$ cat config.mk
export PLATFORM = sky130hd
export DESIGN_NAME = lssc_fit
export DESIGN_NICKNAME = d
export VERILOG_FILES = /design/src/hdl/lssc_pkg.sv /design/src/hdl/lssc_fit.sv
export SDC_FILE = /design/constraint.sdc
export NUM_CORES = 2
export LEC_CHECK = 0
export BUFFER_PORTS_ARGS = -buffer_cell sky130_fd_sc_hd__buf_2
export CAP_MARGIN = 20
export CORE_MARGIN = 5
export CORE_UTILIZATION = 59
export DETAILED_ROUTE_END_ITERATION = 16
export PLACE_DENSITY_LB_ADDON = 0.15
export SYNTH_ARGS = -nofsm -noshare
export SYNTH_HDL_FRONTEND = slang
export SYNTH_SLANG_ARGS = --single-unit
$ cat constraint.sdc
create_clock -name clock -period 10.1 [get_ports clock]
set_clock_uncertainty 0.15 [all_clocks]
set_input_delay 1.01 -clock clock [delete_from_list [all_inputs] [get_ports clock]]
set_output_delay 1.01 -clock clock [all_outputs]
set_load 0.05 [all_outputs]
$ cat src/hdl/lssc_pkg.sv
`timescale 1ns / 1ps
package lssc_pkg;

   localparam int unsigned MAX_HALVINGS = 16;
   localparam logic [30:0] OBJ_MAX      = 31'h7FFF_FFFF;

   typedef enum logic [2:0] {
      PH_IDLE,
      PH_PROBE,
      PH_GROW,
      PH_SHRINK,
      PH_FIT
   } phase_type;

   typedef enum logic {
      CS_READY,
      CS_FIT
   } ctl_state_type;

   typedef enum logic [2:0] {
      FS_IDLE,
      FS_NORM,
      FS_MUL1,
      FS_MUL2,
      FS_MUL3,
      FS_MUL4,
      FS_PREP,
      FS_DIV
   } fit_state_type;

   typedef enum logic [1:0] {
      KIND_EVAL   = 2'd0,
      KIND_DONE   = 2'd1,
      KIND_FAILED = 2'd2
   } result_kind_type;

   typedef struct packed {
      logic        done;
      logic        ok;
      logic [31:0] step;
   } fit_rsp_type;

endpackage

$ cat src/hdl/lssc_fit.sv
`timescale 1ns / 1ps
module lssc_fit (
   input  logic                 clock,
   input  logic                 reset,
   input  logic                 start,
   input  logic [31:0]          low_step,
   input  logic [31:0]          mid_step,
   input  logic [31:0]          high_step,
   input  logic [30:0]          low_obj,
   input  logic [30:0]          mid_obj,
   input  logic [30:0]          high_obj,
   output lssc_pkg::fit_rsp_type fit_rsp
);
   import lssc_pkg::*;

   fit_state_type      state_ff, state_in;
   logic [32:0]        mu_ff, mu_in, mw_ff, mw_in;
   logic               su_ff, su_in, sw_ff, sw_in;
   logic signed [31:0] p_ff, p_in, q_ff, q_in;
   logic [4:0]         s_ff, s_in;
   logic signed [48:0] m1_ff, m1_in, m2_ff, m2_in;
   logic signed [63:0] m3_ff, m3_in, m4_ff, m4_in;
   logic [63:0]        nm_ff, nm_in;
   logic [49:0]        dm_ff, dm_in;
   logic [49:0]        rem_ff, rem_in;
   logic               qneg_ff, qneg_in;
   logic [5:0]         cnt_ff, cnt_in;
   fit_rsp_type        rsp_ff, rsp_in;
   logic               post_ff, post_in;

   logic signed [32:0] u_d, w_d;
   logic signed [16:0] us, ws;
   logic signed [48:0] mul_a;
   logic signed [16:0] mul_b;
   logic signed [65:0] prod;
   logic signed [63:0] num;
   logic signed [49:0] den;
   logic [50:0]        rem_sh;
   logic               ge;
   logic               big;
   logic [51:0]        delta;
   logic [52:0]        sum;

   assign fit_rsp = rsp_ff;

   // scaled offsets, truncated toward zero
   assign us = su_ff ? -$signed({2'b00, mu_ff[14:0]}) : $signed({2'b00, mu_ff[14:0]});
   assign ws = sw_ff ? -$signed({2'b00, mw_ff[14:0]}) : $signed({2'b00, mw_ff[14:0]});

   always_comb begin
      case (state_ff)
         FS_MUL1: begin mul_a = 49'(q_ff); mul_b = us; end
         FS_MUL2: begin mul_a = 49'(p_ff); mul_b = ws; end
         FS_MUL3: begin mul_a = m1_ff;     mul_b = us; end
         default: begin mul_a = m2_ff;     mul_b = ws; end
      endcase
   end

   assign prod   = mul_a * mul_b;
   assign rem_sh = {rem_ff[49:0], nm_ff[63]};
   assign ge     = rem_sh >= {1'b0, dm_ff};
   assign big    = (|nm_ff[63:34]) || (nm_ff[33] && (|nm_ff[32:0]));
   assign delta  = {18'd0, nm_ff[33:0]} << s_ff;
   assign sum    = {21'd0, mid_step} + {1'b0, delta};

   always_comb begin
      state_in = state_ff;
      mu_in    = mu_ff;
      mw_in    = mw_ff;
      su_in    = su_ff;
      sw_in    = sw_ff;
      p_in     = p_ff;
      q_in     = q_ff;
      s_in     = s_ff;
      m1_in    = m1_ff;
      m2_in    = m2_ff;
      m3_in    = m3_ff;
      m4_in    = m4_ff;
      nm_in    = nm_ff;
      dm_in    = dm_ff;
      rem_in   = rem_ff;
      qneg_in  = qneg_ff;
      cnt_in   = cnt_ff;
      rsp_in   = rsp_ff;
      rsp_in.done = 1'b0;
      u_d = $signed({1'b0, mid_step}) - $signed({1'b0, low_step});
      w_d = $signed({1'b0, high_step}) - $signed({1'b0, mid_step});
      num = m3_ff + m4_ff;
      den = {m1_ff - m2_ff, 1'b0};
      case (state_ff)
         FS_IDLE: begin
            if (start) begin
               su_in    = u_d[32];
               sw_in    = w_d[32];
               mu_in    = u_d[32] ? 33'(-u_d) : u_d;
               mw_in    = w_d[32] ? 33'(-w_d) : w_d;
               p_in     = $signed({1'b0, mid_obj}) - $signed({1'b0, low_obj});
               q_in     = $signed({1'b0, high_obj}) - $signed({1'b0, mid_obj});
               s_in     = 5'd0;
               state_in = FS_NORM;
            end
         end
         FS_NORM: begin
            // one shift a cycle until both offsets fit in 15 bits
            if (|(mu_ff[32:15] | mw_ff[32:15])) begin
               mu_in = mu_ff >> 1;
               mw_in = mw_ff >> 1;
               s_in  = s_ff + 5'd1;
            end else begin
               state_in = FS_MUL1;
            end
         end
         FS_MUL1: begin m1_in = prod[48:0]; state_in = FS_MUL2; end
         FS_MUL2: begin m2_in = prod[48:0]; state_in = FS_MUL3; end
         FS_MUL3: begin m3_in = prod[63:0]; state_in = FS_MUL4; end
         FS_MUL4: begin m4_in = prod[63:0]; state_in = FS_PREP; end
         FS_PREP: begin
            if (m1_ff == m2_ff) begin
               rsp_in.done = 1'b1;
               rsp_in.ok   = 1'b0;
               state_in    = FS_IDLE;
            end else begin
               nm_in    = num[63] ? 64'(-num) : num;
               dm_in    = den[49] ? 50'(-den) : den;
               qneg_in  = num[63] ^ den[49];
               rem_in   = '0;
               cnt_in   = 6'd63;
               state_in = FS_DIV;
            end
         end
         FS_DIV: begin
            rem_in = ge ? 50'(rem_sh - {1'b0, dm_ff}) : rem_sh[49:0];
            nm_in  = {nm_ff[62:0], ge};
            cnt_in = cnt_ff - 6'd1;
            // last quotient bit lands at this edge; the step is formed in the following cycle
            if (cnt_ff == 6'd0) begin
               state_in = FS_IDLE;
            end
         end
         default: state_in = FS_IDLE;
      endcase
   end

   // quotient final evaluation in the cycle after the divider stops
   assign post_in = (state_ff == FS_DIV) && (cnt_ff == 6'd0);

   always_ff @(posedge clock) begin
      if (reset) begin
         state_ff <= FS_IDLE;
         rsp_ff   <= '0;
         post_ff  <= 1'b0;
      end else begin
         state_ff <= state_in;
         post_ff  <= post_in;
         if (post_ff) begin
            rsp_ff.done <= 1'b1;
            if (qneg_ff) begin
               rsp_ff.ok   <= !big && (sum[52:32] == 21'd0);
               rsp_ff.step <= sum[31:0];
            end else begin
               rsp_ff.ok   <= !big && (delta <= {20'd0, mid_step});
               rsp_ff.step <= mid_step - delta[31:0];
            end
         end else begin
            rsp_ff <= rsp_in;
         end
      end
      mu_ff   <= mu_in;
      mw_ff   <= mw_in;
      su_ff   <= su_in;
      sw_ff   <= sw_in;
      p_ff    <= p_in;
      q_ff    <= q_in;
      s_ff    <= s_in;
      m1_ff   <= m1_in;
      m2_ff   <= m2_in;
      m3_ff   <= m3_in;
      m4_ff   <= m4_in;
      nm_ff   <= nm_in;
      dm_ff   <= dm_in;
      rem_ff  <= rem_in;
      qneg_ff <= qneg_in;
      cnt_ff  <= cnt_in;
   end

endmodule

## After elaboration in Yosys (flattened, before gate mapping)

Cells that the tools add are included.

- Logic and storage cells: 115
- Memories: 0
- Bits in read-only memories: 0
- Bits in writable memories: 0
- Flip-flop bits (word level): 572
- Bits in latches: 0
- Output and inout bits: 34

- Divide/modulo/power cells: 0
- Order comparisons: 2
- Reductions and logical operators: 23
- Multipliers: 1
- Multiplexer cells: 33
- Add/subtract/negate cells: 17
- Equal/unequal tests: 13
- Bitwise logic cells: 3
- Shift-type cells: 1

Operator list:

| operator | count |
|---|---|
| $mux W33 | 7 |
| $pmux W49 S3 | 1 |
| $pmux W33 S2 | 2 |
| $mux W64 | 2 |
| $pmux W64 S2 | 1 |
| $mux W50 | 2 |
| $pmux W50 S2 | 1 |
| $neg A33 Y33 | 2 |
| $sub A32 B32 Y33 | 2 |
| $add A64 B64 Y64 | 1 |
| $mul A49 B17 Y64 | 1 |
| $neg A64 Y64 | 1 |
| $sub A31 B31 Y32 | 2 |
| $add A32 B52 Y53 | 1 |
| $le A52 B32 Y1 | 1 |
| $shl A34 B5 Y52 | 1 |
| $ge A51 B50 Y1 | 1 |
| $mux W17 | 3 |
| $neg A50 Y50 | 1 |
| $sub A50 B50 Y50 | 1 |
| $eq A49 B49 Y1 | 1 |
| $mux W49 | 1 |
| $sub A49 B49 Y49 | 1 |
| $mux W34 | 1 |
| 31 further kinds | 55 |

## Longest topological paths before layout

- Word-level depth: 7
- Gate-level depth with buffers: 37
- Mapped depth without buffers: 35

## Worst setup path after synthesis

No wires, ideal clock.

- Path kind: register to register
- From: reg state_ff[2]
- To: reg m3_ff[61] (data pin)
- Path buffers: 6
- Cell stages (with the launch flop): 33
- Setup slack: -929 ps
- Period minus slack after synthesis: 11029 ps
- Data arrival time: 10605 ps
- Cell sequence: dfxtp_1 nand2b_1 clkbuf_1 nor2_1 nor2_1 clkbuf_1 buf_1 a21oi_1 clkbuf_1 clkbuf_1 nand2_1 fa_1 inv_1 fa_1 fa_1 fa_1 fa_1 inv_1 fa_1 inv_1 ha_1 clkbuf_1 nor2_1 nor4_1 o311ai_0 o21bai_1 nand3_1 a221oi_1 o41ai_1 a41o_1 a21oi_1 o2111ai_1 or3b_2

- Longest elaborated chain between the ends: 4

Ends and longest elaborated chain:

| item | RTL line | text |
|---|---|---|
| start: declaration | lssc_fit.sv:16 | `fit_state_type state_ff, state_in;` |
| start signal: assignment | lssc_fit.sv:153 | `state_ff <= state_in;` |
| $eq A3 B3 Y1 or $eq A3 B2 Y1 (tied branches) | lssc_fit.sv:51 | `case (state_ff)` |
| $reduce_or A2 Y1 (no source line) | - |  |
| $mux W17 | lssc_fit.sv:51 |  |
| $mul A49 B17 Y64 * | lssc_fit.sv:59 | `assign prod = mul_a * mul_b;` |
| named net prod[61] | lssc_fit.sv:35 | `logic signed [65:0] prod;` |
| end signal: assignment | lssc_fit.sv:177 | `m3_ff <= m3_in;` |
| end: declaration | lssc_fit.sv:22 | `logic signed [63:0] m3_ff, m3_in, m4_ff, m4_in;` |

Mark *: on every way through the listed nets, which the timed path passes. The rest lies on a longest branch.
A chain may end at the register's enable or synchronous reset.

## Worst setup path after layout

- From: reg mw_ff[3]
- To: reg m4_ff[60] (data pin)

- Longest elaborated chain between the ends: 4

Ends and longest elaborated chain:

| item | RTL line | text |
|---|---|---|
| start: declaration | lssc_fit.sv:17 | `logic [32:0] mu_ff, mu_in, mw_ff, mw_in;` |
| start signal: assignment | lssc_fit.sv:169 | `mw_ff <= mw_in;` |
| $neg A15 Y17 | lssc_fit.sv:48 | `assign ws = sw_ff ? -$signed({2'b00, mw_ff[14:0]}) : $signed({2'b00, mw_ff[14:0]});` |
| $mux W17 * | lssc_fit.sv:48 |  |
| $mux W17 * | lssc_fit.sv:51 |  |
| $mul A49 B17 Y64 * | lssc_fit.sv:59 |  |
| named net prod[60] | lssc_fit.sv:35 |  |
| end signal: assignment | lssc_fit.sv:178 | `m4_ff <= m4_in;` |
| end: declaration | lssc_fit.sv:22 |  |

Marks and branches as above.

==> run summary <==
HP Class = reg -> reg
Largest net degree at the start of global routing = 85
Syn avg cell area = 8.694 sq um
Hold Crit Start = fit_rsp[28]
Hold-fix buffers, CTS = 0
Minimum clock period = 9.743 ns
CTS tree = yes
GRT Residual Overflow = 0
Initial drt markers = 6132
GPL Wtd Cong = 1.019
Post-Synth XOR/XNOR Area = 6.080%
Worst rel slew slack = 14.81%
WHS Endpoint = fit_rsp[28]
Vert. Die Dim = 371.1 um
Reg-to-reg slack, setup = 0.36 ns
Max frequency = 102.6 MHz
Yosys warning count = 0
Top FF cell, synth = edfxtp_1
DRT Wirelength = 245300 um
Crit Reg-Reg Endpoint = m4_ff[60]
Clock sink count = 571
Die area = 137700 sq um
Largest family of logic cells by synthesized area = adder cells
TritonRoute pass-1 iters = 6
H-Tree Depth = 3
Area Growth Syn to Fin = 8.382%
Min Hold Slack = 0.3105 ns
Critical Path Max Stage Delay = 0.58 ns
Reg-to-reg startpoint = mw_ff[3]
WHS Path Cells = 2
Final HPWL DP = 198600 um
Post-DRT Antenna Nets = 0
Reg2reg path depth = 33
Post-synth ARST share = 0%
Post-Syn Instances = 8848
Hold Fails Final Rpt = 0
Final setup fails = 0
Num CTS Buffers = 70
FILL cells = 11250
First-pass GRT wire length = 374600 um
Critical path class = reg -> reg
DR DRC count = 0
Number of flops mapped to enable cells by yosys = 533
Layout cell share with drive strength beyond 1 = 7.844%
Crit. End Element = flop
Max clock buf depth = 3
WP data required = 10.33 ns
CP dominant cell by count = fa_1
Crit start category = flop
Vias in the first global route = 64400
Most frequent cells in the layout = 1269 x inv_1, 939 x nand2_1, 874 x nor2_1
Period utilisation layout = 96.47%
Synthesized-area fraction occupied by and/or/nand/nor cells = 16.22%
All-Layer GR Usage = 35.14%
CORE AREA = 129500 sq um
DR vias/cell = 6.088
Starting Density = 59.41%
Synth Register Bits = 571
Worst-margin pin slew = 1.269 ns
Rows = 132
CP Max Fanout = 15
Compound-Gate Fraction of Synth Area = 15.49%
Final Cell Area = 83370 sq um
Post-synthesis sequential area ratio = 21.80%
Initial antenna violation count = 6
Slowest stage cell on the critical path = fa_1
Vias post-DR = 65490
Worst skew pair latency = 0.69 ns
Most common cell after layout, fill and taps aside = inv_1
Cell Area, Synth = 76920 sq um
Die span in x = 371.1 um
Post-synthesis cell type count = 103
Adder-cell share of the synthesized area = 29.25%
Maximum capacitance violations = 0
Layout Nets = 10490
# IOs = 226
Placed inst area = 80620 sq um
Critical Path AT = 9.97 ns
CTS root buf = clkbuf_16
Wire per inst = 22.80 um
Mux contribution to synthesized area = 3.108%
Clock transition at path regs = 0.06 ns
Pins over their slew limit = 0
Status = completed
Net count after synthesis = 10380
Port-buffer cells = 225
-- cell usage after synthesis, drive strengths merged (60+ instances only) --
cell type	number	area share (%)
a211oi	68	0.67
o21ai	398	2.6
xnor2	326	3.7
a21o	206	2.0
o31ai	63	0.62
nand4	67	0.56
nand2b	97	0.79
nor2b	100	0.81
clkbuf	332	1.6
nor2	880	4.3
nand2	939	4.6
nor4	60	0.53
inv	1270	6.2
xor2	208	2.4
ha	566	9.2
fa	770	20
mux2i	132	1.7
a21oi	541	3.5
nand3	116	0.75
and2	85	0.69
o21a	93	0.91
nor3	130	0.88
edfxtp	533	21
-- metal layers --
layer / vias to the layer above / wire length (um) / GRT usage, %
met5: - / 42 / 0
met4: 6 / 12920 / 15.20
met3: 579 / 21880 / 7.063
met2: 2897 / 108900 / 54.73
met1: 31980 / 101600 / 47.95
li1: 30030 / - / -
-- sequential cells by signal, summed over array words and instances, names as in the netlist, 33 cells and up --
name     cells
nm_ff       64
m3_ff       64
m2_ff       49
fit_rsp     34
m1_ff       49
mw_ff       33
dm_ff       49
rem_ff      50
m4_ff       64
mu_ff       33
-- what timing repair did --
action / in CTS / in global routing
setup buffers: 0 / 6
endpoints found under the setup margin: 0 / 32
gates resized for setup: 0 / 20
-- area by class of cell --
class                      count  area [sq um]  area share [%]
timing repair buffer         409          2798           3.356
inverter                    1271          4771           5.723
tap                         1742          2180           2.614
clock inverter                51         737.0          0.8840
multi-input combinational   6635         54330           65.16
antenna                        2         5.005        0.006003
clock buffer                  76          1784           2.140
sequential                   571         16770           20.11
-- logic make-up after synthesis --
family                     Yosys count
xor gates and xnor gates           534
adders and majority gates         1336
DFF                                571
muxes                              195
buffers and inverters             1642
AOI/OAI and AO/OA                 1848
and+or+nand+nor                   2722
-- critical path, delay by kind of cell (launching register included) --
kind                       cells  cell delay (ns)
xor gates and xnor gates       2             0.41
adders and majority gates      7             3.44
DFF                            1             0.43
AOI/OAI and AO/OA             10             2.34
and+or+nand+nor                7             1.67
buffers and inverters          7             0.97
-- metrics by stage --
step | utilization, % | std cells | worst slack, ns | setup TNS (ns)
floorplan | - | 8848 | 0.3277 | 0
global placement | 62.26 | 10620 | 0.1781 | 0
detailed placement | 62.26 | 10620 | 0.1148 | 0
CTS | 64.21 | 10750 | 0.007898 | 0
global route | 64.38 | 10760 | -0.01771 | -0.03152
finish | 64.39 | 10760 | 0.3569 | 0
-- worst max-delay path by stage --
stage,from,to,slack [ns],cells after the start
after floorplan,state_ff[0],m3_ff[61],0.33,32
after global placement,mw_ff[3],m3_ff[61],0.18,34
after detailed placement,mw_ff[2],m3_ff[61],0.11,36
after CTS,mw_ff[3],m4_ff[61],0.008,36
after global routing,mw_ff[3],m3_ff[60],-0.02,33
final,mw_ff[3],m4_ff[60],0.36,33
Power is not shown: default switching activity piles up to over one toggle a cycle in this logic, so the estimate is an artifact.
